**src/rtl/core/tbcs_pkg.sv**
```systemverilog
// Package for the triangle bounding-box coverage scan.
// Holds field widths, status, op and register codes, and the rounding helper.
// No dependencies.
`default_nettype none
package tbcs_pkg;

   localparam int MAX_SCREEN_DEF = 1024;
   localparam int FRAC_BITS_DEF  = 3;

   localparam int VERT_W  = 14;
   localparam int EDGE_W  = 15;
   localparam int RND_W   = 16;
   localparam int CSR_W   = 11;
   localparam int DOT_W   = 31;
   localparam int DEN_W   = 62;
   localparam int OPA_W   = 36;
   localparam int OPB_W   = 32;
   localparam int ACC_W   = 70;
   localparam int STEP_W  = 4;

   localparam logic OP_START = 1'b0;
   localparam logic OP_STEP  = 1'b1;

   localparam logic [1:0] ST_PIXEL     = 2'd0;
   localparam logic [1:0] ST_ACCEPT    = 2'd1;
   localparam logic [1:0] ST_REJECT    = 2'd2;
   localparam logic [1:0] ST_IDLE_STEP = 2'd3;

   localparam logic CSR_WIDTH  = 1'b0;
   localparam logic CSR_HEIGHT = 1'b1;

   typedef struct packed {
      logic                    clr;
      logic                    sub;
      logic signed [OPA_W-1:0] a;
      logic signed [OPB_W-1:0] b;
   } mac_op_type;

   // round half away from zero to whole pixels
   function automatic logic signed [RND_W-1:0] round_px(
      input logic signed [VERT_W-1:0] v, input int frac);
      logic [RND_W-1:0] mag;
      logic [RND_W-1:0] half;
      logic [RND_W-1:0] r;
      mag  = v[VERT_W-1] ? RND_W'(-RND_W'(v)) : RND_W'(v);
      half = RND_W'((1 << frac) >> 1);
      r    = (mag + half) >> frac;
      return v[VERT_W-1] ? $signed(-r) : $signed(r);
   endfunction

endpackage
`default_nettype wire

```
**src/rtl/core/tbcs_mac.sv**
```systemverilog
// Shared multiply-accumulate unit for setup and per-pixel tests.
// Depends on tbcs_pkg.
`default_nettype none
module tbcs_mac (
   input  wire                                 clock,
   input  wire                                 en,
   input  wire tbcs_pkg::mac_op_type           op,
   output logic signed [tbcs_pkg::ACC_W-1:0]   sum
);
   import tbcs_pkg::*;

   logic signed [ACC_W-1:0] acc_ff;
   logic signed [ACC_W-1:0] prod;
   logic signed [ACC_W-1:0] base;

   always_comb begin
      prod = ACC_W'(op.a * op.b);
      base = op.clr ? '0 : acc_ff;
      sum  = op.sub ? base - prod : base + prod;
   end

   always_ff @(posedge clock) begin
      if (en) begin
         acc_ff <= sum;
      end
   end
endmodule
`default_nettype wire

```
**config.mk**
```make
export PLATFORM = sky130hd
export DESIGN_NAME = tbcs_mac
export DESIGN_NICKNAME = d
export VERILOG_FILES = /design/src/rtl/core/tbcs_pkg.sv /design/src/rtl/core/tbcs_mac.sv
export SDC_FILE = /design/constraint.sdc
export NUM_CORES = 2
export LEC_CHECK = 0
export ABC_AREA = 1
export BUFFER_PORTS_ARGS = -buffer_cell sky130_fd_sc_hd__buf_2
export CAP_MARGIN = 15
export CORE_MARGIN = 3
export CORE_UTILIZATION = 45
export CTS_BUF_LIST = sky130_fd_sc_hd__clkbuf_8 sky130_fd_sc_hd__clkbuf_16
export CTS_CLUSTER_SIZE = 8
export DETAILED_ROUTE_END_ITERATION = 10
export HOLD_SLACK_MARGIN = 0.1
export PLACE_DENSITY = 0.69
export SYNTH_ARGS = -nofsm -noshare
export SYNTH_HDL_FRONTEND = slang
export SYNTH_SLANG_ARGS = --single-unit
```
**constraint.sdc**
```tcl
create_clock -name clock -period 12.18 [get_ports clock]
set_input_delay 0 -clock clock [delete_from_list [all_inputs] [get_ports clock]]
set_output_delay 0 -clock clock [all_outputs]
set_load 0.01 [all_outputs]
```
==> impl_results.md <==
- Status: finished clean
- Worst Path Required: between 10 and 15 ns
- Post-route minimum period: 11.42 ns
- Compound-Gate Fraction of Synth Area: ~3.4%
- Clock slew at reported path FFs: 0.06 ns
- CP Buf/Inv Count: 6
- Post-synthesis sequential area ratio: between 3 and 4%
- Clock sinks: 70
- Worst Path Max Fanout: 36
- Synth async-reset ratio: 0%
- CTS root buf: clkbuf_16
- Crit path capture type: output port
- Syn Area/Cell: about 7.3 sq um
- Die ar.: approximately 120000 sq um
- Final Cycle Share: a little over nine tenths
- HP Class: in -> reg
- ANT nets after route: 0
- Final Max Slew Viols: 0
- CP peak stage delay: between 0.8 and 0.9 ns
- Most flop-heavy register: acc_ff
- Cell variety after synth: 52
- Vias per cell: 5.02
- Area contributors post-synth: fa_1 45%, inv_1 16%, nand2_1 15%
- Final Hold Vio Count: 0
- Largest family of logic cells by synthesized area: adder cells
- Drt initial violations: 3354
- DP HPWL: 136000 microns
- Max-cap viol count: 0
- GRT Util Overall: roughly a quarter
- Max Fclk: a little under 0.09 GHz
- Mapped cell area: approximately 53000 sq um
- Placer Congestion: between 0.9 and 1
- Port Buffers: roughly 140
- IO Count: 142
- Most frequent CP cell: nand2_1
- CP max stage cell: fa_2
- Placeable Area: between 100000 and 150000 sq um
- Cell family with the largest share of critical-path delay: adder cells
- Synth Area in Simple Gates: a little over a fifth
- Starting Density: a little under half
- Critical Path Source Type: input port
- Via count: around 44000
- Post-Synth XOR/XNOR Area: 2.50%
- Mux cell area share after synthesis: 0%
- Pin count of the biggest net entering global routing: 71
- Cts bufs inserted: 9
- EDFF count, synth: 70
- # setup viols final: 0
- Slew HR: between 20 and 30%
- Syn Inst Count: 7351
- Drt total wl: 156000 microns
- Syn Nets: 8888
- Top-area cell type share of the netlist area: 45.0%
- Final non-filler cell total: a little under 9000
- Final net count: between 8000 and 9000
- Placed Cells: between 8000 and 9000
- Setup total negative slack: 0 ns
- Final Skew: about 0.011 ns
- #FFs+latches synth: 70
- H-tree levels: 3
- Drc violations: 0
- Initial antenna violation count: 10
- Flip-flop count of the largest register after layout: 70
- Overflow after GRT: 0
- Vias in the first global route: between 40000 and 50000
- Synth Warn #: 0
- Die Span X: between 300 and 400 microns
- Synthesis-to-finish area growth: 4.10%
- First-pass GRT wire length: about 260000 microns
- Die height: around 350 microns
- # rows: between 100 and 150
- Share of layout cells above drive strength 1: 3.74%
- Deepest clock path buffer count: 2
- Worst-skew pair later-pin latency: ~0.36 ns
- Adder-Cell Fraction of Synth Area: 51.2%
- Synth Flop Type: edfxtp_1
- TritonCTS clock tree: built
- Worst slew pin tran: 1.09 ns
- DR WL/cell: 17.8 microns
- 1st-pass router iterations: 6
- Post-CTS Repair Setup Buffers: 0
- Arr. time, crit path: around 11 ns
- Kind of critical path: in -> out
- Post-synth top area cell: fa_1
- RSZ-0062 raised after global routing: no
- Top flop regs: acc_ff (70)
-- cell usage in the layout, fill, tap and decap left out, drive strengths merged, types with 17 or more instances in the layout --
cell	Yosys	routed
inv	2279	2280
nand2	2116	2116
fa	1203	1203
nor2	416	416
ha	262	262
a21oi	165	165
buf	9	164
nand3	126	126
xor2	99	99
o21ai	86	86
edfxtp	70	70
nand4	57	57
xnor2	50	50
nor3	48	48
a31oi	24	24
nand3b	17	17
-- cell families after synthesis --
kind of cell    after synthesis
simple gates               2811
buf+inv                    2532
fa+ha+maj                  1465
compound gates              324
xor+xnor                    149
flops                        70
-- layout make-up --
cell class / instances / area (sq um)
Timing Repair Buffer: 166 / 911
Inverter: 2280 / 8560
Sequential cell: 70 / 2100
Fill cell: 11744 / 61300
Clock buffer: 9 / 225
Multi-Input combinational cell: 4749 / 41900
Tap cell: 1524 / 1910
Antenna cell: 5 / 12.5
Clock inverter: 7 / 90.1
-- final timing paths --
check / start / slack [ns] / to / cells after the start
max: op[3] / 0.76 / sum[68] / 41
min: en / 0.43 / acc_ff[23] / 2
max reg2reg: acc_ff[2] / 8.33 / acc_ff[61] / 17
min reg2reg: acc_ff[0] / 0.77 / acc_ff[0] / 3
-- Yosys cell counts (8+ instances only) --
library cell,count
nand2_1,2097
or2_2,11
nand4_1,55
edfxtp_1,70
a21oi_1,165
inv_1,2270
nand3b_1,17
a31oi_1,24
o21ai_0,81
nand3_1,121
fa_1,1203
o21a_1,14
nor3_2,9
nor4_1,10
xor2_1,98
nor2_1,388
nand2_2,17
o21bai_1,8
nor3_1,37
clkbuf_1,243
xnor2_1,48
nor2_2,21
ha_1,262
inv_2,9
-- layer usage --
layer	global-route usage [%]	share of wire [%]
met3	2.96	6.5
met4	6.84	2.9
met2	45.5	48
met5	0	0.036
met1	35.8	42
-- worst register-to-register path: stages, from the launching register on --
cell and delay (ns):
edfxtp_1 0.36, inv_1 0.06, nor2_1 0.04, ha_1 0.37, a21oi_1 0.20, nand2_1 0.11
a21oi_1 0.33, inv_1 0.23, a21oi_1 0.41, nor3_1 0.09, nor2_1 0.30, o21ai_0 0.29
nand2_1 0.12, nand2_1 0.11, nand2_1 0.08, nand2_1 0.09, a21oi_1 0.21, xnor2_1 0.24
-- through the flow --
stage               util [%]  area, sq um  setup WS (ns)  hold WS [ns]
floorplan                  -        53500           2.84         0.112
global placement        47.3        55300          0.675         0.734
detailed placement      47.3        55300          0.500         0.726
CTS                     47.6        55600          0.490         0.431
global route            47.6        55700          0.105         0.470
finish                  47.6        55700          0.765         0.431
-- timing repair --
item	CTS	global route
setup endpoints to repair	0	7
endpoints found under the hold margin	0	0
hold buffers	0	0
resized for setup	0	3
Power is left out: the tool's default activity adds up to more than one toggle a clock period on the data nets, which glitch-free logic cannot reach.
