--- src/rtl/core/tbcs_pkg.sv ---
// Package for the triangle bounding-box coverage scan.
// Holds field widths, status, op and register codes, and the rounding helper.
// No dependencies.
`default_nettype none
package tbcs_pkg;

   localparam int MAX_SCREEN_DEF = 1024;
   localparam int FRAC_BITS_DEF  = 3;

   localparam int VERT_W  = 14;
   localparam int EDGE_W  = 15;
   localparam int RND_W   = 16;
   localparam int CSR_W   = 11;
   localparam int DOT_W   = 31;
   localparam int DEN_W   = 62;
   localparam int OPA_W   = 36;
   localparam int OPB_W   = 32;
   localparam int ACC_W   = 70;
   localparam int STEP_W  = 4;

   localparam logic OP_START = 1'b0;
   localparam logic OP_STEP  = 1'b1;

   localparam logic [1:0] ST_PIXEL     = 2'd0;
   localparam logic [1:0] ST_ACCEPT    = 2'd1;
   localparam logic [1:0] ST_REJECT    = 2'd2;
   localparam logic [1:0] ST_IDLE_STEP = 2'd3;

   localparam logic CSR_WIDTH  = 1'b0;
   localparam logic CSR_HEIGHT = 1'b1;

   typedef struct packed {
      logic                    clr;
      logic                    sub;
      logic signed [OPA_W-1:0] a;
      logic signed [OPB_W-1:0] b;
   } mac_op_type;

   // round half away from zero to whole pixels
   function automatic logic signed [RND_W-1:0] round_px(
      input logic signed [VERT_W-1:0] v, input int frac);
      logic [RND_W-1:0] mag;
      logic [RND_W-1:0] half;
      logic [RND_W-1:0] r;
      mag  = v[VERT_W-1] ? RND_W'(-RND_W'(v)) : RND_W'(v);
      half = RND_W'((1 << frac) >> 1);
      r    = (mag + half) >> frac;
      return v[VERT_W-1] ? $signed(-r) : $signed(r);
   endfunction

endpackage
`default_nettype wire

--- src/rtl/core/tbcs_box.sv ---
// Bounding box of a triangle: rounding, min/max and screen clamp.
// Depends on tbcs_pkg.
`default_nettype none
module tbcs_box #(
   parameter int MAX_SCREEN = tbcs_pkg::MAX_SCREEN_DEF,
   parameter int FRAC_BITS  = tbcs_pkg::FRAC_BITS_DEF,
   localparam int SW        = $clog2(MAX_SCREEN + 1)
) (
   input  wire signed [tbcs_pkg::VERT_W-1:0] vx0,
   input  wire signed [tbcs_pkg::VERT_W-1:0] vy0,
   input  wire signed [tbcs_pkg::VERT_W-1:0] vx1,
   input  wire signed [tbcs_pkg::VERT_W-1:0] vy1,
   input  wire signed [tbcs_pkg::VERT_W-1:0] vx2,
   input  wire signed [tbcs_pkg::VERT_W-1:0] vy2,
   input  wire        [tbcs_pkg::CSR_W-1:0]  scr_w,
   input  wire        [tbcs_pkg::CSR_W-1:0]  scr_h,
   output logic       [SW-1:0]               left,
   output logic       [SW-1:0]               top,
   output logic       [SW-1:0]               right,
   output logic       [SW-1:0]               bottom,
   output logic                              empty
);
   import tbcs_pkg::*;

   localparam int CW = RND_W + 2;

   logic signed [RND_W-1:0] rx0, rx1, rx2, ry0, ry1, ry2;
   logic signed [RND_W-1:0] mnx, mxx, mny, mxy;
   logic signed [CW-1:0]    ws, hs, l_s, t_s, r_s, b_s;

   always_comb begin
      rx0 = round_px(vx0, FRAC_BITS);
      rx1 = round_px(vx1, FRAC_BITS);
      rx2 = round_px(vx2, FRAC_BITS);
      ry0 = round_px(vy0, FRAC_BITS);
      ry1 = round_px(vy1, FRAC_BITS);
      ry2 = round_px(vy2, FRAC_BITS);
      mnx = rx0; mxx = rx0; mny = ry0; mxy = ry0;
      if (rx1 < mnx) mnx = rx1;
      if (rx2 < mnx) mnx = rx2;
      if (rx1 > mxx) mxx = rx1;
      if (rx2 > mxx) mxx = rx2;
      if (ry1 < mny) mny = ry1;
      if (ry2 < mny) mny = ry2;
      if (ry1 > mxy) mxy = ry1;
      if (ry2 > mxy) mxy = ry2;
      ws = (CW'(scr_w) > CW'(MAX_SCREEN)) ? CW'(MAX_SCREEN) : CW'(scr_w);
      hs = (CW'(scr_h) > CW'(MAX_SCREEN)) ? CW'(MAX_SCREEN) : CW'(scr_h);
      l_s = (mnx < 0) ? '0 : CW'(mnx);
      t_s = (mny < 0) ? '0 : CW'(mny);
      r_s = CW'(mxx) + CW'(1);
      b_s = CW'(mxy) + CW'(1);
      if (r_s > ws) r_s = ws;
      if (b_s > hs) b_s = hs;
      empty  = (l_s >= r_s) || (t_s >= b_s);
      left   = SW'(l_s);
      top    = SW'(t_s);
      right  = SW'(r_s);
      bottom = SW'(b_s);
   end
endmodule
`default_nettype wire

--- config.mk ---
export PLATFORM = sky130hd
export DESIGN_NAME = tbcs_box
export DESIGN_NICKNAME = d
export VERILOG_FILES = /design/src/rtl/core/tbcs_pkg.sv /design/src/rtl/core/tbcs_box.sv
export SDC_FILE = /design/constraint.sdc
export NUM_CORES = 1
export LEC_CHECK = 0
export ABC_AREA = 1
export BUFFER_PORTS_ARGS = -buffer_cell sky130_fd_sc_hd__buf_2
export CAP_MARGIN = 5
export CORE_MARGIN = 8
export CORE_UTILIZATION = 56
export DETAILED_ROUTE_END_ITERATION = 12
export PLACE_DENSITY_LB_ADDON = 0.1
export SYNTH_ARGS = -nofsm -noshare
export SYNTH_HDL_FRONTEND = slang
export SYNTH_SLANG_ARGS = --single-unit
--- constraint.sdc ---
create_clock -name vclk -period 10.4
set_input_delay 1.04 -clock vclk [all_inputs]
set_output_delay 1.04 -clock vclk [all_outputs]
set_load 0.01 [all_outputs]
==> report_table.html, run 1 <==
<table>
<tr><th>Metric</th><th>Value</th></tr>
<tr><th colspan="2">Final layout</th></tr>
<tr><td>Seq. cell area</td><td>0 um^2</td></tr>
<tr><td>Relative area change from synthesis to final layout</td><td>39.4%</td></tr>
<tr><td>Ratio of cells with drive above 1 in the final layout</td><td>0.304</td></tr>
<tr><td>Number of standard cells in the final layout excluding fillers</td><td>about 2900</td></tr>
<tr><td>Final-layout clock buffer total</td><td>0</td></tr>
<tr><td>Leading cell types in the layout, fill and taps excluded</td><td>sky130_fd_sc_hd__nand2_1 (609), sky130_fd_sc_hd__buf_4 (406), sky130_fd_sc_hd__inv_1 (293)</td></tr>
<tr><td>Post-route cell area</td><td>about 16000 um^2</td></tr>
<tr><td>Leading cell type in the layout, fill and taps excluded</td><td>sky130_fd_sc_hd__nand2_1</td></tr>
<tr><td>Number of nets at the end of the flow</td><td>about 2900</td></tr>
<tr><td>Number of sequential storage elements</td><td>0</td></tr>
<tr><th colspan="2">Yosys</th></tr>
<tr><td>Syn nets</td><td>roughly 2400</td></tr>
<tr><td>Number of standard cells after synthesis</td><td>between 2000 and 2500</td></tr>
<tr><td>Sequential share of the synthesized area</td><td>0</td></tr>
<tr><td>Post-Synthesis Cell Area</td><td>11300 um^2</td></tr>
<tr><td>Synth Area per Inst</td><td>5.41 um^2</td></tr>
<tr><td>Cell variety after synth</td><td>52</td></tr>
<tr><td>Count of warnings emitted by yosys</td><td>0</td></tr>
<tr><th colspan="2">Placement</th></tr>
<tr><td>Count of input and output buffers</td><td>151</td></tr>
<tr><td>Area after detailed placement</td><td>between 15000 and 20000 um^2</td></tr>
<tr><td>GP Congestion</td><td>0.899</td></tr>
<tr><td># placed instances</td><td>2845</td></tr>
<tr><td>DP Wirelength</td><td>slightly above 30000 um</td></tr>
<tr><th colspan="2">Setup path</th></tr>
<tr><td>Critical Path End Type</td><td>primary output</td></tr>
<tr><td>Crit Path Category</td><td>in -&gt; out</td></tr>
<tr><td>WP data arrival</td><td>about 10 ns</td></tr>
<tr><td>Cell mode on critical path</td><td>sky130_fd_sc_hd__nand2_1</td></tr>
<tr><td>Slowest cell on the critical path</td><td>sky130_fd_sc_hd__nor4_4</td></tr>
<tr><td>Worst path max stage delay</td><td>0.32 ns</td></tr>
<tr><td>Worst-path maximum fanout</td><td>8</td></tr>
<tr><td>Element type at the critical path start</td><td>input pin</td></tr>
<tr><td>Data required time of the worst path</td><td>9.36 ns</td></tr>
<tr><td>Timing startpoint of the critical path</td><td>vy0[0]</td></tr>
<tr><th colspan="2">Min path</th></tr>
<tr><td>WHS Endpoint</td><td>bottom[10]</td></tr>
<tr><td>Type of the most critical hold path</td><td>in -&gt; out</td></tr>
<tr><td>Startpoint of the worst hold path</td><td>scr_h[10]</td></tr>
<tr><td>Instance count along the most critical hold path</td><td>4</td></tr>
<tr><th colspan="2">Route</th></tr>
<tr><td>Post-DRT Antenna Nets</td><td>0</td></tr>
<tr><td>Drt initial violations</td><td>824</td></tr>
<tr><td>Wire length per cell</td><td>~13 um</td></tr>
<tr><td>Average via count per standard cell</td><td>roughly 5.2</td></tr>
<tr><td>DR DRC count</td><td>0</td></tr>
<tr><td>Aggregate routed wire length</td><td>around 37000 um</td></tr>
<tr><td>DR pass1 iterations</td><td>6</td></tr>
<tr><td>Via count</td><td>~15000</td></tr>
<tr><th colspan="2">GRT</th></tr>
<tr><td>Vias in the first global route</td><td>approximately 14000</td></tr>
<tr><td>Global-route wire length before repair</td><td>60900 um</td></tr>
<tr><td>Largest net degree at the start of global routing</td><td>32</td></tr>
<tr><td>Antenna violations before repair</td><td>1</td></tr>
<tr><td>Total track usage</td><td>0.281</td></tr>
<tr><td>Overflow left after global routing</td><td>0</td></tr>
<tr><th colspan="2">STA</th></tr>
<tr><td>Final clock period utilization by the worst path</td><td>1.09</td></tr>
<tr><td>Total count of max-transition violations in the final report</td><td>0</td></tr>
<tr><td>Final period demand of the worst path</td><td>roughly 11 ns</td></tr>
<tr><td>Slew at the pin closest to its max-slew limit</td><td>0.968 ns</td></tr>
<tr><td>Final hold violation count</td><td>0</td></tr>
<tr><td>Normalized max-slew margin</td><td>0.348</td></tr>
<tr><td>Unrepaired setup endpoints after global routing</td><td>yes</td></tr>
<tr><td>Total setup violations reported at the end of the flow</td><td>1</td></tr>
<tr><td>Post-route setup slack</td><td>-0.891 ns</td></tr>
<tr><td>Highest Clock Rate</td><td>0.0886 GHz</td></tr>
<tr><th colspan="2">Pwr</th></tr>
<tr><td>Post-route total power</td><td>about 2.5 mW</td></tr>
<tr><td>VDD IR max</td><td>~0.00008 V</td></tr>
<tr><td>Static leakage power</td><td>9.16 nW</td></tr>
<tr><td>PwrDens</td><td>roughly 160 nW/um^2</td></tr>
<tr><th colspan="2">Die</th></tr>
<tr><td>Effective utilization at floorplan</td><td>0.565</td></tr>
<tr><td>Core region area</td><td>about 20000 um^2</td></tr>
<tr><td>Chip Height</td><td>between 150 and 200 um</td></tr>
<tr><td>Floorplan die area</td><td>roughly 25000 um^2</td></tr>
<tr><td>Number of top-level design ports</td><td>about 150</td></tr>
<tr><td>Std cell rows</td><td>52</td></tr>
<tr><td>Die X-Extent</td><td>158 um</td></tr>
<tr><th colspan="2">Job</th></tr>
<tr><td>Max-capacitance violation count</td><td>0</td></tr>
<tr><th colspan="2">Outcome</th></tr>
<tr><td>Status</td><td>complete, but fails checks</td></tr>
<tr><td>Violated checks</td><td>negative setup slack</td></tr>
<tr><th colspan="2">Clocking</th></tr>
<tr><td>Hold buffer count at cts</td><td>0</td></tr>
</table>
-- worst max-delay path: cells and delay by family --
family | cells | cell delay (ns)
AOI/OAI and AO/OA | 17 | 2.53
xor gates and xnor gates | 2 | 0.38
adders and majority gates | 5 | 1.11
buffers and inverters | 7 | 0.77
and+or+nand+nor | 41 | 4.38
-- cells in the mapped netlist, types with 3 or more instances --
| cell type | number | area (um^2) |
|---|---|---|
| sky130_fd_sc_hd__o21ai_0 | 126 | 631 |
| sky130_fd_sc_hd__nand3_4 | 5 | 87.6 |
| sky130_fd_sc_hd__inv_1 | 298 | 1120 |
| sky130_fd_sc_hd__ha_1 | 155 | 1940 |
| sky130_fd_sc_hd__a21o_1 | 8 | 60.1 |
| sky130_fd_sc_hd__o21ai_1 | 14 | 70.1 |
| sky130_fd_sc_hd__nor2_4 | 12 | 135 |
| sky130_fd_sc_hd__nand2_1 | 627 | 2350 |
| sky130_fd_sc_hd__buf_6 | 11 | 124 |
| sky130_fd_sc_hd__clkbuf_1 | 19 | 71.3 |
| sky130_fd_sc_hd__a21oi_1 | 80 | 400 |
| sky130_fd_sc_hd__inv_2 | 20 | 75.1 |
| sky130_fd_sc_hd__o211ai_1 | 7 | 52.6 |
| sky130_fd_sc_hd__a31oi_1 | 4 | 25.0 |
| sky130_fd_sc_hd__nor3_1 | 5 | 25.0 |
| sky130_fd_sc_hd__xnor2_1 | 29 | 254 |
| sky130_fd_sc_hd__clkinv_1 | 3 | 11.3 |
| sky130_fd_sc_hd__nand3_1 | 154 | 771 |
| sky130_fd_sc_hd__nand2_2 | 48 | 300 |
| sky130_fd_sc_hd__xor2_2 | 6 | 97.6 |
| sky130_fd_sc_hd__nand3b_1 | 9 | 67.6 |
| sky130_fd_sc_hd__nand4_1 | 49 | 307 |
| sky130_fd_sc_hd__xor2_1 | 87 | 762 |
| sky130_fd_sc_hd__buf_2 | 10 | 50.1 |
| sky130_fd_sc_hd__o21bai_1 | 6 | 45.0 |
| sky130_fd_sc_hd__o21a_1 | 5 | 37.5 |
| sky130_fd_sc_hd__a211oi_1 | 4 | 30.0 |
| sky130_fd_sc_hd__nor4_1 | 6 | 37.5 |
| sky130_fd_sc_hd__o31ai_1 | 3 | 22.5 |
| sky130_fd_sc_hd__nand2_4 | 3 | 33.8 |
| sky130_fd_sc_hd__nor2_1 | 212 | 796 |
| sky130_fd_sc_hd__nor2_2 | 19 | 119 |
| sky130_fd_sc_hd__buf_4 | 5 | 37.5 |
| sky130_fd_sc_hd__nand3_2 | 9 | 90.1 |
| sky130_fd_sc_hd__o21ai_2 | 10 | 87.6 |
-- stage by stage --
stage	setup WS [ns]	TNS (ns)	hold slack, ns	util
floorplan	-0.0449	-0.0449	2.22	-
global placement	-0.649	-0.649	2.40	0.755
detailed placement	-1.01	-1.01	2.41	0.755
CTS	-0.636	-0.636	2.41	0.776
global route	-1.67	-1.67	2.45	0.787
finish	-0.891	-0.891	2.41	0.787
-- metal layers --
metal / global-route usage / part of all wire / up-vias
met5: 0 / 0.00027 / -
met4: 0.0503 / 0.019 / 2
met3: 0.0199 / 0.058 / 76
met2: 0.504 / 0.47 / 415
met1: 0.363 / 0.45 / 6627
li1: - / - / 7751
-- repair_timing --
| item | CTS | global route |
|---|---|---|
| pin swaps | 58 | 43 |
| gates cloned | 4 | 0 |
| endpoints found under the setup margin | 1 | 12 |
| setup buffers | 24 | 6 |
| gates resized for setup | 51 | 51 |
-- worst max-delay path by stage --
stage               slack [ns]  endpoint  cells past startpoint
detailed placement       -1.01     empty                     72
floorplan                -0.04     empty                     71
global placement         -0.65     empty                     67
CTS                      -0.64     empty                     74
finish                   -0.89     empty                     72
global route             -1.67     empty                     76
-- cell type report --
| cell class | count | area (um^2) |
|---|---|---|
| Multi-Input combinational cell | 1729 | 10400 |
| Fill cell | 1614 | 4260 |
| Timing Repair Buffer | 559 | 3830 |
| Inverter | 321 | 1200 |
| Tap cell | 270 | 338 |
| Antenna cell | 1 | 2.50 |
-- cell families after synthesis --
kind of cell	synth area share
AO/OA/AOI/OAI	0.140
AND/OR/NAND/NOR	0.459
buffers and inverters	0.132
adder cells (fa/ha/maj)	0.171
XOR/XNOR	0.0983
-- power by group --
part	internal, mW	switching [mW]	leakage [nW]
clock network	0.0000000129	0	0.00000634
registers	0	0	0
logic	1.10	1.36	9.16
total	1.10	1.36	9.16
(Power assumes the default switching activity.)
==> run 2: changes to the inputs <==
- ABC_AREA: 1 -> unset
- SLEW_MARGIN: unset -> 30
==> report_table.html, run 2 <==
<table>
<tr><th>Metric</th><th>Value</th></tr>
<tr><th colspan="2">Placement</th></tr>
<tr><td># placed instances</td><td>roughly 2700</td></tr>
<tr><td>Count of input and output buffers</td><td>about 150</td></tr>
<tr><td>DP Wirelength</td><td>37700 um</td></tr>
<tr><td>GP Congestion</td><td>around 0.98</td></tr>
<tr><td>Worst setup slack before clock tree synthesis</td><td>-4.48 ns</td></tr>
<tr><th colspan="2">Die</th></tr>
<tr><td>Std cell rows</td><td>between 50 and 60</td></tr>
<tr><td>Number of top-level design ports</td><td>151</td></tr>
<tr><td>Die X-Extent</td><td>roughly 160 um</td></tr>
<tr><td>Chip Height</td><td>approximately 160 um</td></tr>
<tr><td>Effective utilization at floorplan</td><td>0.572</td></tr>
<tr><th colspan="2">Outcome</th></tr>
<tr><td>Last step reached</td><td>global routing</td></tr>
<tr><td>Status</td><td>did not finish</td></tr>
<tr><td>First error</td><td>[ERROR GRT-0232] Routing congestion too high. Check the congestion heatmap in the GUI.</td></tr>
<tr><th colspan="2">Yosys</th></tr>
<tr><td>Sequential share of the synthesized area</td><td>0</td></tr>
<tr><td>Count of warnings emitted by yosys</td><td>0</td></tr>
<tr><td>Synth Area per Inst</td><td>6.77 um^2</td></tr>
<tr><td>Largest cells by area after synthesis</td><td>sky130_fd_sc_hd__ha_1 (17%), sky130_fd_sc_hd__xnor2_1 (7.6%), sky130_fd_sc_hd__mux2i_1 (5.6%)</td></tr>
<tr><td>Syn nets</td><td>between 1500 and 2000</td></tr>
<tr><td>Number of standard cells after synthesis</td><td>1722</td></tr>
<tr><td>Top cell type's share of synthesized area</td><td>0.166</td></tr>
<tr><td>Yosys top cell by area</td><td>sky130_fd_sc_hd__ha_1</td></tr>
<tr><td>Most frequent cell after synthesis</td><td>sky130_fd_sc_hd__nand2_1</td></tr>
<tr><td>Most numerous cell types in the synthesized netlist</td><td>sky130_fd_sc_hd__nand2_1 (165), sky130_fd_sc_hd__ha_1 (155), sky130_fd_sc_hd__inv_1 (122)</td></tr>
<tr><td>Cell variety after synth</td><td>around 100</td></tr>
<tr><td>Post-Synthesis Cell Area</td><td>between 10000 and 15000 um^2</td></tr>
<tr><th colspan="2">GRT</th></tr>
<tr><td>Largest net degree at the start of global routing</td><td>30</td></tr>
<tr><td>Overflow left after global routing</td><td>between 2000 and 2500</td></tr>
<tr><td>Total track usage</td><td>0.932</td></tr>
<tr><th colspan="2">STA</th></tr>
<tr><td>Type of pin the worst path ends at</td><td>primary output</td></tr>
<tr><td>Critical endpoint after global-route timing repair</td><td>empty</td></tr>
<tr><th colspan="2">Clocking</th></tr>
<tr><td>Hold buffer count at cts</td><td>0</td></tr>
</table>
[run 2: what timing repair did]
| item | in CTS |
|---|---|
| setup endpoints to repair | 23 |
| gates resized for setup | 143 |
| gates cloned | 0 |
| pin swaps | 63 |
| buffers inserted | 77 |
[run 2: stage by stage]
step	instance area, um^2	TNS (ns)
4_1_cts	18900	-51.65
3_5_place_dp	17600	-46.77
3_3_place_gp	17600	-35.45
2_1_floorplan	12400	-30.34
[run 2: routing by layer]
| metal | global-route usage | overflow |
|---|---|---|
| met1 | 0.808 | 22 |
| met2 | 1.30 | 1937 |
| met3 | 0.676 | 27 |
| met4 | 1.04 | 382 |
| met5 | 0.203 | 2 |
[run 2: cell families after synthesis]
group,count (synthesis),synth area share
AND/OR/NAND/NOR,612,0.271
adder cells (fa/ha/maj),162,0.172
buffers and inverters,217,0.0732
multiplexers,99,0.0889
AO/OA/AOI/OAI,475,0.276
XOR/XNOR,157,0.119
==> run 3: changes to the inputs <==
- CORE_UTILIZATION: 56 -> 40
- PLACE_DENSITY_LB_ADDON: 0.1 -> 0.15
- clock period: 10.4 -> 13.52 ns (I/O delays scaled with it)
==> report_table.html, run 3 <==
<table>
<tr><th>Metric</th><th>Value</th></tr>
<tr><th colspan="2">Die</th></tr>
<tr><td>Effective utilization at floorplan</td><td>0.406</td></tr>
<tr><td>Chip Height</td><td>around 190 um</td></tr>
<tr><td>Floorplan die area</td><td>34900 um^2</td></tr>
<tr><td>Core region area</td><td>between 20000 and 30000 um^2</td></tr>
<tr><td>Number of top-level design ports</td><td>~150</td></tr>
<tr><td>Die X-Extent</td><td>around 190 um</td></tr>
<tr><td>Std cell rows</td><td>62</td></tr>
<tr><th colspan="2">STA</th></tr>
<tr><td>Slew at the pin closest to its max-slew limit</td><td>about 0.80 ns</td></tr>
<tr><td>Total setup violations reported at the end of the flow</td><td>1</td></tr>
<tr><td>Normalized max-slew margin</td><td>0.460</td></tr>
<tr><td>Unrepaired setup endpoints after global routing</td><td>yes</td></tr>
<tr><td>Final hold violation count</td><td>0</td></tr>
<tr><td>Final period demand of the worst path</td><td>roughly 15 ns</td></tr>
<tr><td>Total count of max-transition violations in the final report</td><td>0</td></tr>
<tr><td>Final clock period utilization by the worst path</td><td>1.13</td></tr>
<tr><td>Post-route setup slack</td><td>-1.79 ns</td></tr>
<tr><td>Highest Clock Rate</td><td>0.0653 GHz</td></tr>
<tr><td>Worst slack on hold paths</td><td>3.19 ns</td></tr>
<tr><th colspan="2">Yosys</th></tr>
<tr><td>Count of warnings emitted by yosys</td><td>0</td></tr>
<tr><td>Most numerous cell types in the synthesized netlist</td><td>sky130_fd_sc_hd__nand2_1 (165), sky130_fd_sc_hd__ha_1 (155), sky130_fd_sc_hd__inv_1 (122)</td></tr>
<tr><td>Synth Area per Inst</td><td>6.77 um^2</td></tr>
<tr><td>Cell variety after synth</td><td>98</td></tr>
<tr><td>Largest cells by area after synthesis</td><td>sky130_fd_sc_hd__ha_1 (17%), sky130_fd_sc_hd__xnor2_1 (7.6%), sky130_fd_sc_hd__mux2i_1 (5.6%)</td></tr>
<tr><td>Yosys top cell by area</td><td>sky130_fd_sc_hd__ha_1</td></tr>
<tr><td>Post-Synthesis Cell Area</td><td>between 10000 and 15000 um^2</td></tr>
<tr><td>Sequential share of the synthesized area</td><td>0</td></tr>
<tr><td>Syn nets</td><td>approximately 2000</td></tr>
<tr><td>Most frequent cell after synthesis</td><td>sky130_fd_sc_hd__nand2_1</td></tr>
<tr><td>Number of standard cells after synthesis</td><td>around 1700</td></tr>
<tr><td>Top cell type's share of synthesized area</td><td>0.166</td></tr>
<tr><th colspan="2">Final layout</th></tr>
<tr><td>Number of sequential storage elements</td><td>0</td></tr>
<tr><td>Leading cell types in the layout, fill and taps excluded</td><td>sky130_fd_sc_hd__buf_4 (491), sky130_fd_sc_hd__nand2_1 (161), sky130_fd_sc_hd__buf_2 (150)</td></tr>
<tr><td>Number of standard cells in the final layout excluding fillers</td><td>around 2700</td></tr>
<tr><td>Number of nets at the end of the flow</td><td>between 2000 and 3000</td></tr>
<tr><td>Leading cell type in the layout, fill and taps excluded</td><td>sky130_fd_sc_hd__buf_4</td></tr>
<tr><td>Final-layout clock buffer total</td><td>0</td></tr>
<tr><td>Post-route cell area</td><td>approximately 17000 um^2</td></tr>
<tr><td>Relative area change from synthesis to final layout</td><td>44.0%</td></tr>
<tr><td>Seq. cell area</td><td>0 um^2</td></tr>
<tr><td>Ratio of cells with drive above 1 in the final layout</td><td>0.343</td></tr>
<tr><th colspan="2">Pwr</th></tr>
<tr><td>Switching power</td><td>0.873 mW</td></tr>
<tr><td>Part of the total power dissipated in combinational logic</td><td>1.000</td></tr>
<tr><td>Switching Fraction</td><td>0.504</td></tr>
<tr><td>Sequential fraction of design power</td><td>0</td></tr>
<tr><td>Clock share of power</td><td>0</td></tr>
<tr><td>VDD IR max</td><td>0.0000599 V</td></tr>
<tr><td>PwrDens</td><td>between 100 and 150 nW/um^2</td></tr>
<tr><td>Internal Dissipation</td><td>0.859 mW</td></tr>
<tr><td>Static leakage power</td><td>approximately 8.0 nW</td></tr>
<tr><th colspan="2">GRT</th></tr>
<tr><td>Overflow left after global routing</td><td>0</td></tr>
<tr><td>Global-route wire length before repair</td><td>about 68000 um</td></tr>
<tr><td>Antenna violations before repair</td><td>2</td></tr>
<tr><td>Total track usage</td><td>0.223</td></tr>
<tr><td>Largest net degree at the start of global routing</td><td>32</td></tr>
<tr><td>Vias in the first global route</td><td>about 15000</td></tr>
<tr><th colspan="2">Placement</th></tr>
<tr><td>Area after detailed placement</td><td>roughly 16000 um^2</td></tr>
<tr><td>Count of input and output buffers</td><td>151</td></tr>
<tr><td>DP Wirelength</td><td>approximately 35000 um</td></tr>
<tr><td># placed instances</td><td>2639</td></tr>
<tr><td>Worst setup slack before clock tree synthesis</td><td>-2.23 ns</td></tr>
<tr><td>GP Congestion</td><td>between 0.9 and 1</td></tr>
<tr><th colspan="2">Outcome</th></tr>
<tr><td>Violated checks</td><td>negative setup slack</td></tr>
<tr><td>Status</td><td>complete, but fails checks</td></tr>
<tr><th colspan="2">Setup path</th></tr>
<tr><td>Data required time of the worst path</td><td>roughly 12 ns</td></tr>
<tr><td>WP data arrival</td><td>around 14 ns</td></tr>
<tr><td>Worst path max stage delay</td><td>~0.43 ns</td></tr>
<tr><td>Cell mode on critical path</td><td>sky130_fd_sc_hd__a21o_1</td></tr>
<tr><td>Critical Path End Type</td><td>primary output</td></tr>
<tr><td>Timing startpoint of the critical path</td><td>vx1[0]</td></tr>
<tr><td>Element type at the critical path start</td><td>input pin</td></tr>
<tr><td>Slowest cell on the critical path</td><td>sky130_fd_sc_hd__or4_4</td></tr>
<tr><td>Capture point of the worst path</td><td>empty</td></tr>
<tr><td>Crit Path Category</td><td>in -&gt; out</td></tr>
<tr><td>Worst-path maximum fanout</td><td>8</td></tr>
<tr><th colspan="2">Clocking</th></tr>
<tr><td>Hold buffer count at cts</td><td>0</td></tr>
<tr><th colspan="2">Route</th></tr>
<tr><td>Wire length per cell</td><td>roughly 15 um</td></tr>
<tr><td>DR pass1 iterations</td><td>5</td></tr>
<tr><td>Drt initial violations</td><td>roughly 750</td></tr>
<tr><td>Aggregate routed wire length</td><td>roughly 41000 um</td></tr>
<tr><td>Average via count per standard cell</td><td>~5.5</td></tr>
<tr><td>DR DRC count</td><td>0</td></tr>
<tr><td>Post-DRT Antenna Nets</td><td>0</td></tr>
<tr><td>Via count</td><td>between 10000 and 15000</td></tr>
<tr><th colspan="2">Min path</th></tr>
<tr><td>Type of the most critical hold path</td><td>in -&gt; out</td></tr>
<tr><th colspan="2">Job</th></tr>
<tr><td>Max-capacitance violation count</td><td>0</td></tr>
</table>
[run 3: power groups by stage]
stage	registers (mW)	logic (mW)	clock network, mW
after floorplan	0	1.00	0
after global placement	0	1.64	0
after detailed placement	0	1.67	0
after CTS	0	1.72	0
after global routing	0	1.92	0.00000000989
final	0	1.73	0.00000000989
[run 3: worst min path at each step]
stage                     slack [ns]  startpoint         end  cells after the start
after floorplan                 2.89    scr_h[0]   bottom[0]                      2
after global placement          3.18   scr_h[10]  bottom[10]                      3
after detailed placement        3.19   scr_h[10]  bottom[10]                      3
after CTS                       3.19   scr_h[10]  bottom[10]                      3
after global routing            3.26   scr_w[10]   right[10]                      3
final                           3.19   scr_h[10]  bottom[10]                      3
[run 3: critical path, delay by kind of cell]
family / cells / cell delay [ns]
mux: 3 / 0.76
fa+ha+maj: 6 / 1.60
buf+inv: 7 / 0.96
simple gates: 27 / 3.85
compound gates: 32 / 5.18
xor+xnor: 2 / 0.22
[run 3: final cells by class]
type,count,area (um^2)
well taps,384,480
diodes,1,2.50
multi-input cells,1505,11300
inverters,123,462
fillers,2797,11900
repair buffers,648,4530
[run 3: cells by family after synthesis]
| kind of cell | share of synthesized area |
|---|---|
| mux | 0.0889 |
| buf+inv | 0.0732 |
| simple gates | 0.271 |
| compound gates | 0.276 |
| xor+xnor | 0.119 |
| fa+ha+maj | 0.172 |
[run 3: timing repair]
item	CTS	global route
pin swaps	40	10
gates resized for setup	22	25
buffers inserted	18	3
endpoints found under the setup margin	1	21
[run 3: layer usage]
layer | up-vias | track usage | wire length [um]
met1 | 6771 | 0.247 | 16800
li1 | 7409 | - | -
met2 | 329 | 0.445 | 21300
met4 | 2 | 0.0608 | 1270
met3 | 80 | 0.0151 | 1610
met5 | - | 0 | 10
[run 3: per-stage QoR]
stage / setup TNS (ns) / util / total power [mW]
2_1_floorplan: -1.66 / - / 1.00
3_3_place_gp: -2.00 / 0.571 / 1.64
3_5_place_dp: -2.23 / 0.571 / 1.67
4_1_cts: -1.71 / 0.580 / 1.72
5_1_grt: -2.65 / 0.585 / 1.92
6_report: -1.79 / 0.585 / 1.73
==> run 4: changes to the inputs <==
- REMOVE_ABC_BUFFERS: unset -> 1
==> report_table.html, run 4 (same netlist as run 3, synthesis figures left out) <==
<table>
<tr><th>Metric</th><th>Value</th></tr>
<tr><th colspan="2">Setup path</th></tr>
<tr><td>Crit Path Category</td><td>in -&gt; out</td></tr>
<tr><td>Worst-path maximum fanout</td><td>5</td></tr>
<tr><td>Worst path max stage delay</td><td>approximately 0.49 ns</td></tr>
<tr><td>WP data arrival</td><td>~14 ns</td></tr>
<tr><td>Data required time of the worst path</td><td>12.17 ns</td></tr>
<tr><td>Critical Path End Type</td><td>primary output</td></tr>
<tr><td>Cell mode on critical path</td><td>sky130_fd_sc_hd__a21o_1</td></tr>
<tr><td>Slowest cell on the critical path</td><td>sky130_fd_sc_hd__or4_4</td></tr>
<tr><td>Element type at the critical path start</td><td>input pin</td></tr>
<tr><th colspan="2">Pwr</th></tr>
<tr><td>VDD IR max</td><td>between 0.00006 and 0.00007 V</td></tr>
<tr><td>Switching Fraction</td><td>0.504</td></tr>
<tr><td>Clock share of power</td><td>0</td></tr>
<tr><td>Switching power</td><td>approximately 0.9 mW</td></tr>
<tr><td>Part of the total power dissipated in combinational logic</td><td>1.000</td></tr>
<tr><td>Internal Dissipation</td><td>approximately 0.90 mW</td></tr>
<tr><td>Sequential fraction of design power</td><td>0</td></tr>
<tr><td>Static leakage power</td><td>roughly 8.4 nW</td></tr>
<tr><td>Post-route total power</td><td>approximately 1.8 mW</td></tr>
<tr><td>PwrDens</td><td>between 100 and 150 nW/um^2</td></tr>
<tr><th colspan="2">Route</th></tr>
<tr><td>Via count</td><td>around 15000</td></tr>
<tr><td>Average via count per standard cell</td><td>5.44</td></tr>
<tr><td>Aggregate routed wire length</td><td>42100 um</td></tr>
<tr><td>Post-DRT Antenna Nets</td><td>0</td></tr>
<tr><td>Wire length per cell</td><td>between 15 and 20 um</td></tr>
<tr><td>DR DRC count</td><td>0</td></tr>
<tr><td>DR pass1 iterations</td><td>5</td></tr>
<tr><td>Drt initial violations</td><td>approximately 640</td></tr>
<tr><th colspan="2">STA</th></tr>
<tr><td>Highest Clock Rate</td><td>around 0.066 GHz</td></tr>
<tr><td>Summed negative setup slack over all endpoints</td><td>-1.63 ns</td></tr>
<tr><td>Final clock period utilization by the worst path</td><td>1.12</td></tr>
<tr><td>Final hold violation count</td><td>0</td></tr>
<tr><td>Unrepaired setup endpoints after global routing</td><td>yes</td></tr>
<tr><td>Final period demand of the worst path</td><td>roughly 15 ns</td></tr>
<tr><td>Post-route setup slack</td><td>-1.63 ns</td></tr>
<tr><td>Total setup violations reported at the end of the flow</td><td>1</td></tr>
<tr><td>Worst slack on hold paths</td><td>between 3 and 4 ns</td></tr>
<tr><td>Total count of max-transition violations in the final report</td><td>0</td></tr>
<tr><td>Normalized max-slew margin</td><td>0.417</td></tr>
<tr><td>Slew at the pin closest to its max-slew limit</td><td>between 0.8 and 0.9 ns</td></tr>
<tr><th colspan="2">Die</th></tr>
<tr><td>Chip Height</td><td>between 150 and 200 um</td></tr>
<tr><td>Die X-Extent</td><td>187 um</td></tr>
<tr><td>Floorplan die area</td><td>between 30000 and 40000 um^2</td></tr>
<tr><td>Number of top-level design ports</td><td>151</td></tr>
<tr><td>Effective utilization at floorplan</td><td>0.406</td></tr>
<tr><td>Core region area</td><td>approximately 29000 um^2</td></tr>
<tr><td>Std cell rows</td><td>between 60 and 70</td></tr>
<tr><th colspan="2">Final layout</th></tr>
<tr><td>Number of standard cells in the final layout excluding fillers</td><td>roughly 2700</td></tr>
<tr><td>Relative area change from synthesis to final layout</td><td>51.2%</td></tr>
<tr><td>Number of nets at the end of the flow</td><td>2603</td></tr>
<tr><td>Combined area of the multi-input logic cells</td><td>approximately 12000 um^2</td></tr>
<tr><td>Ratio of cells with drive above 1 in the final layout</td><td>0.384</td></tr>
<tr><td>Leading cell type in the layout, fill and taps excluded</td><td>sky130_fd_sc_hd__buf_4</td></tr>
<tr><td>Leading cell types in the layout, fill and taps excluded</td><td>sky130_fd_sc_hd__buf_4 (547), sky130_fd_sc_hd__nand2_1 (157), sky130_fd_sc_hd__buf_2 (148)</td></tr>
<tr><td>Final-layout clock buffer total</td><td>0</td></tr>
<tr><td>Number of sequential storage elements</td><td>0</td></tr>
<tr><td>Final cell utilization of the core</td><td>0.614</td></tr>
<tr><td>Post-route cell area</td><td>around 18000 um^2</td></tr>
<tr><td>Number of inserted filler cells in the final layout</td><td>between 2000 and 3000</td></tr>
<tr><td>Seq. cell area</td><td>0 um^2</td></tr>
<tr><th colspan="2">Min path</th></tr>
<tr><td>Instance count along the most critical hold path</td><td>3</td></tr>
<tr><td>Type of the most critical hold path</td><td>in -&gt; out</td></tr>
<tr><th colspan="2">Placement</th></tr>
<tr><td># placed instances</td><td>2665</td></tr>
<tr><td>GP Congestion</td><td>0.915</td></tr>
<tr><td>DP Wirelength</td><td>35100 um</td></tr>
<tr><td>Count of input and output buffers</td><td>approximately 150</td></tr>
<tr><td>Area after detailed placement</td><td>about 16000 um^2</td></tr>
<tr><td>Worst setup slack before clock tree synthesis</td><td>-2.44 ns</td></tr>
<tr><th colspan="2">GRT</th></tr>
<tr><td>Overflow left after global routing</td><td>0</td></tr>
<tr><td>Global-route wire length before repair</td><td>about 69000 um</td></tr>
<tr><td>Antenna violations before repair</td><td>7</td></tr>
<tr><td>Vias in the first global route</td><td>roughly 15000</td></tr>
<tr><td>Total track usage</td><td>0.225</td></tr>
<tr><td>Largest net degree at the start of global routing</td><td>32</td></tr>
<tr><th colspan="2">Job</th></tr>
<tr><td>Max-capacitance violation count</td><td>0</td></tr>
<tr><th colspan="2">Outcome</th></tr>
<tr><td>Status</td><td>complete, but fails checks</td></tr>
<tr><td>Violated checks</td><td>negative setup slack</td></tr>
<tr><th colspan="2">Clocking</th></tr>
<tr><td>Hold buffer count at cts</td><td>0</td></tr>
</table>
[run 4: final timing paths]
check	startpoint	to	slack (ns)
worst max-delay path	vx1[2]	empty	-1.63
worst min-delay path	scr_h[10]	bottom[10]	3.19
[run 4: worst max-delay path: cells and delay by family]
family	cells	cell delay (ns)
simple gates	26	4.33
buf+inv	3	0.36
mux	3	0.86
xor+xnor	4	0.56
compound gates	32	4.70
fa+ha+maj	6	1.61
[run 4: power by group through the flow]
stage | registers, mW | clock network (mW) | logic, mW
2_1_floorplan | 0 | 0 | 0.920
3_3_place_gp | 0 | 0 | 1.60
3_5_place_dp | 0 | 0 | 1.62
4_1_cts | 0 | 0 | 1.73
5_1_grt | 0 | 0.00000000991 | 2.00
6_report | 0 | 0.00000000993 | 1.82
[run 4: final cells by class]
| type | instances | share of cell area |
|---|---|---|
| multi-input combinational | 1505 | 0.659 |
| antenna | 1 | 0.000142 |
| timing repair buffer | 712 | 0.288 |
| inverter | 123 | 0.0262 |
| tap | 384 | 0.0273 |
[run 4: timing repair]
item / CTS / global route
pin swaps: 59 / 113
setup endpoints to repair: 6 / 7
setup buffers: 37 / 22
resized for setup: 123 / 77
[run 4: routing by layer]
| metal | up-vias | GRT usage | wire length [um] |
|---|---|---|---|
| met2 | 324 | 0.417 | 20800 |
| met3 | 78 | 0.0211 | 1810 |
| met1 | 6863 | 0.274 | 18400 |
| met4 | 12 | 0.0535 | 988 |
| li1 | 7545 | - | - |
| met5 | - | 0 | 74 |
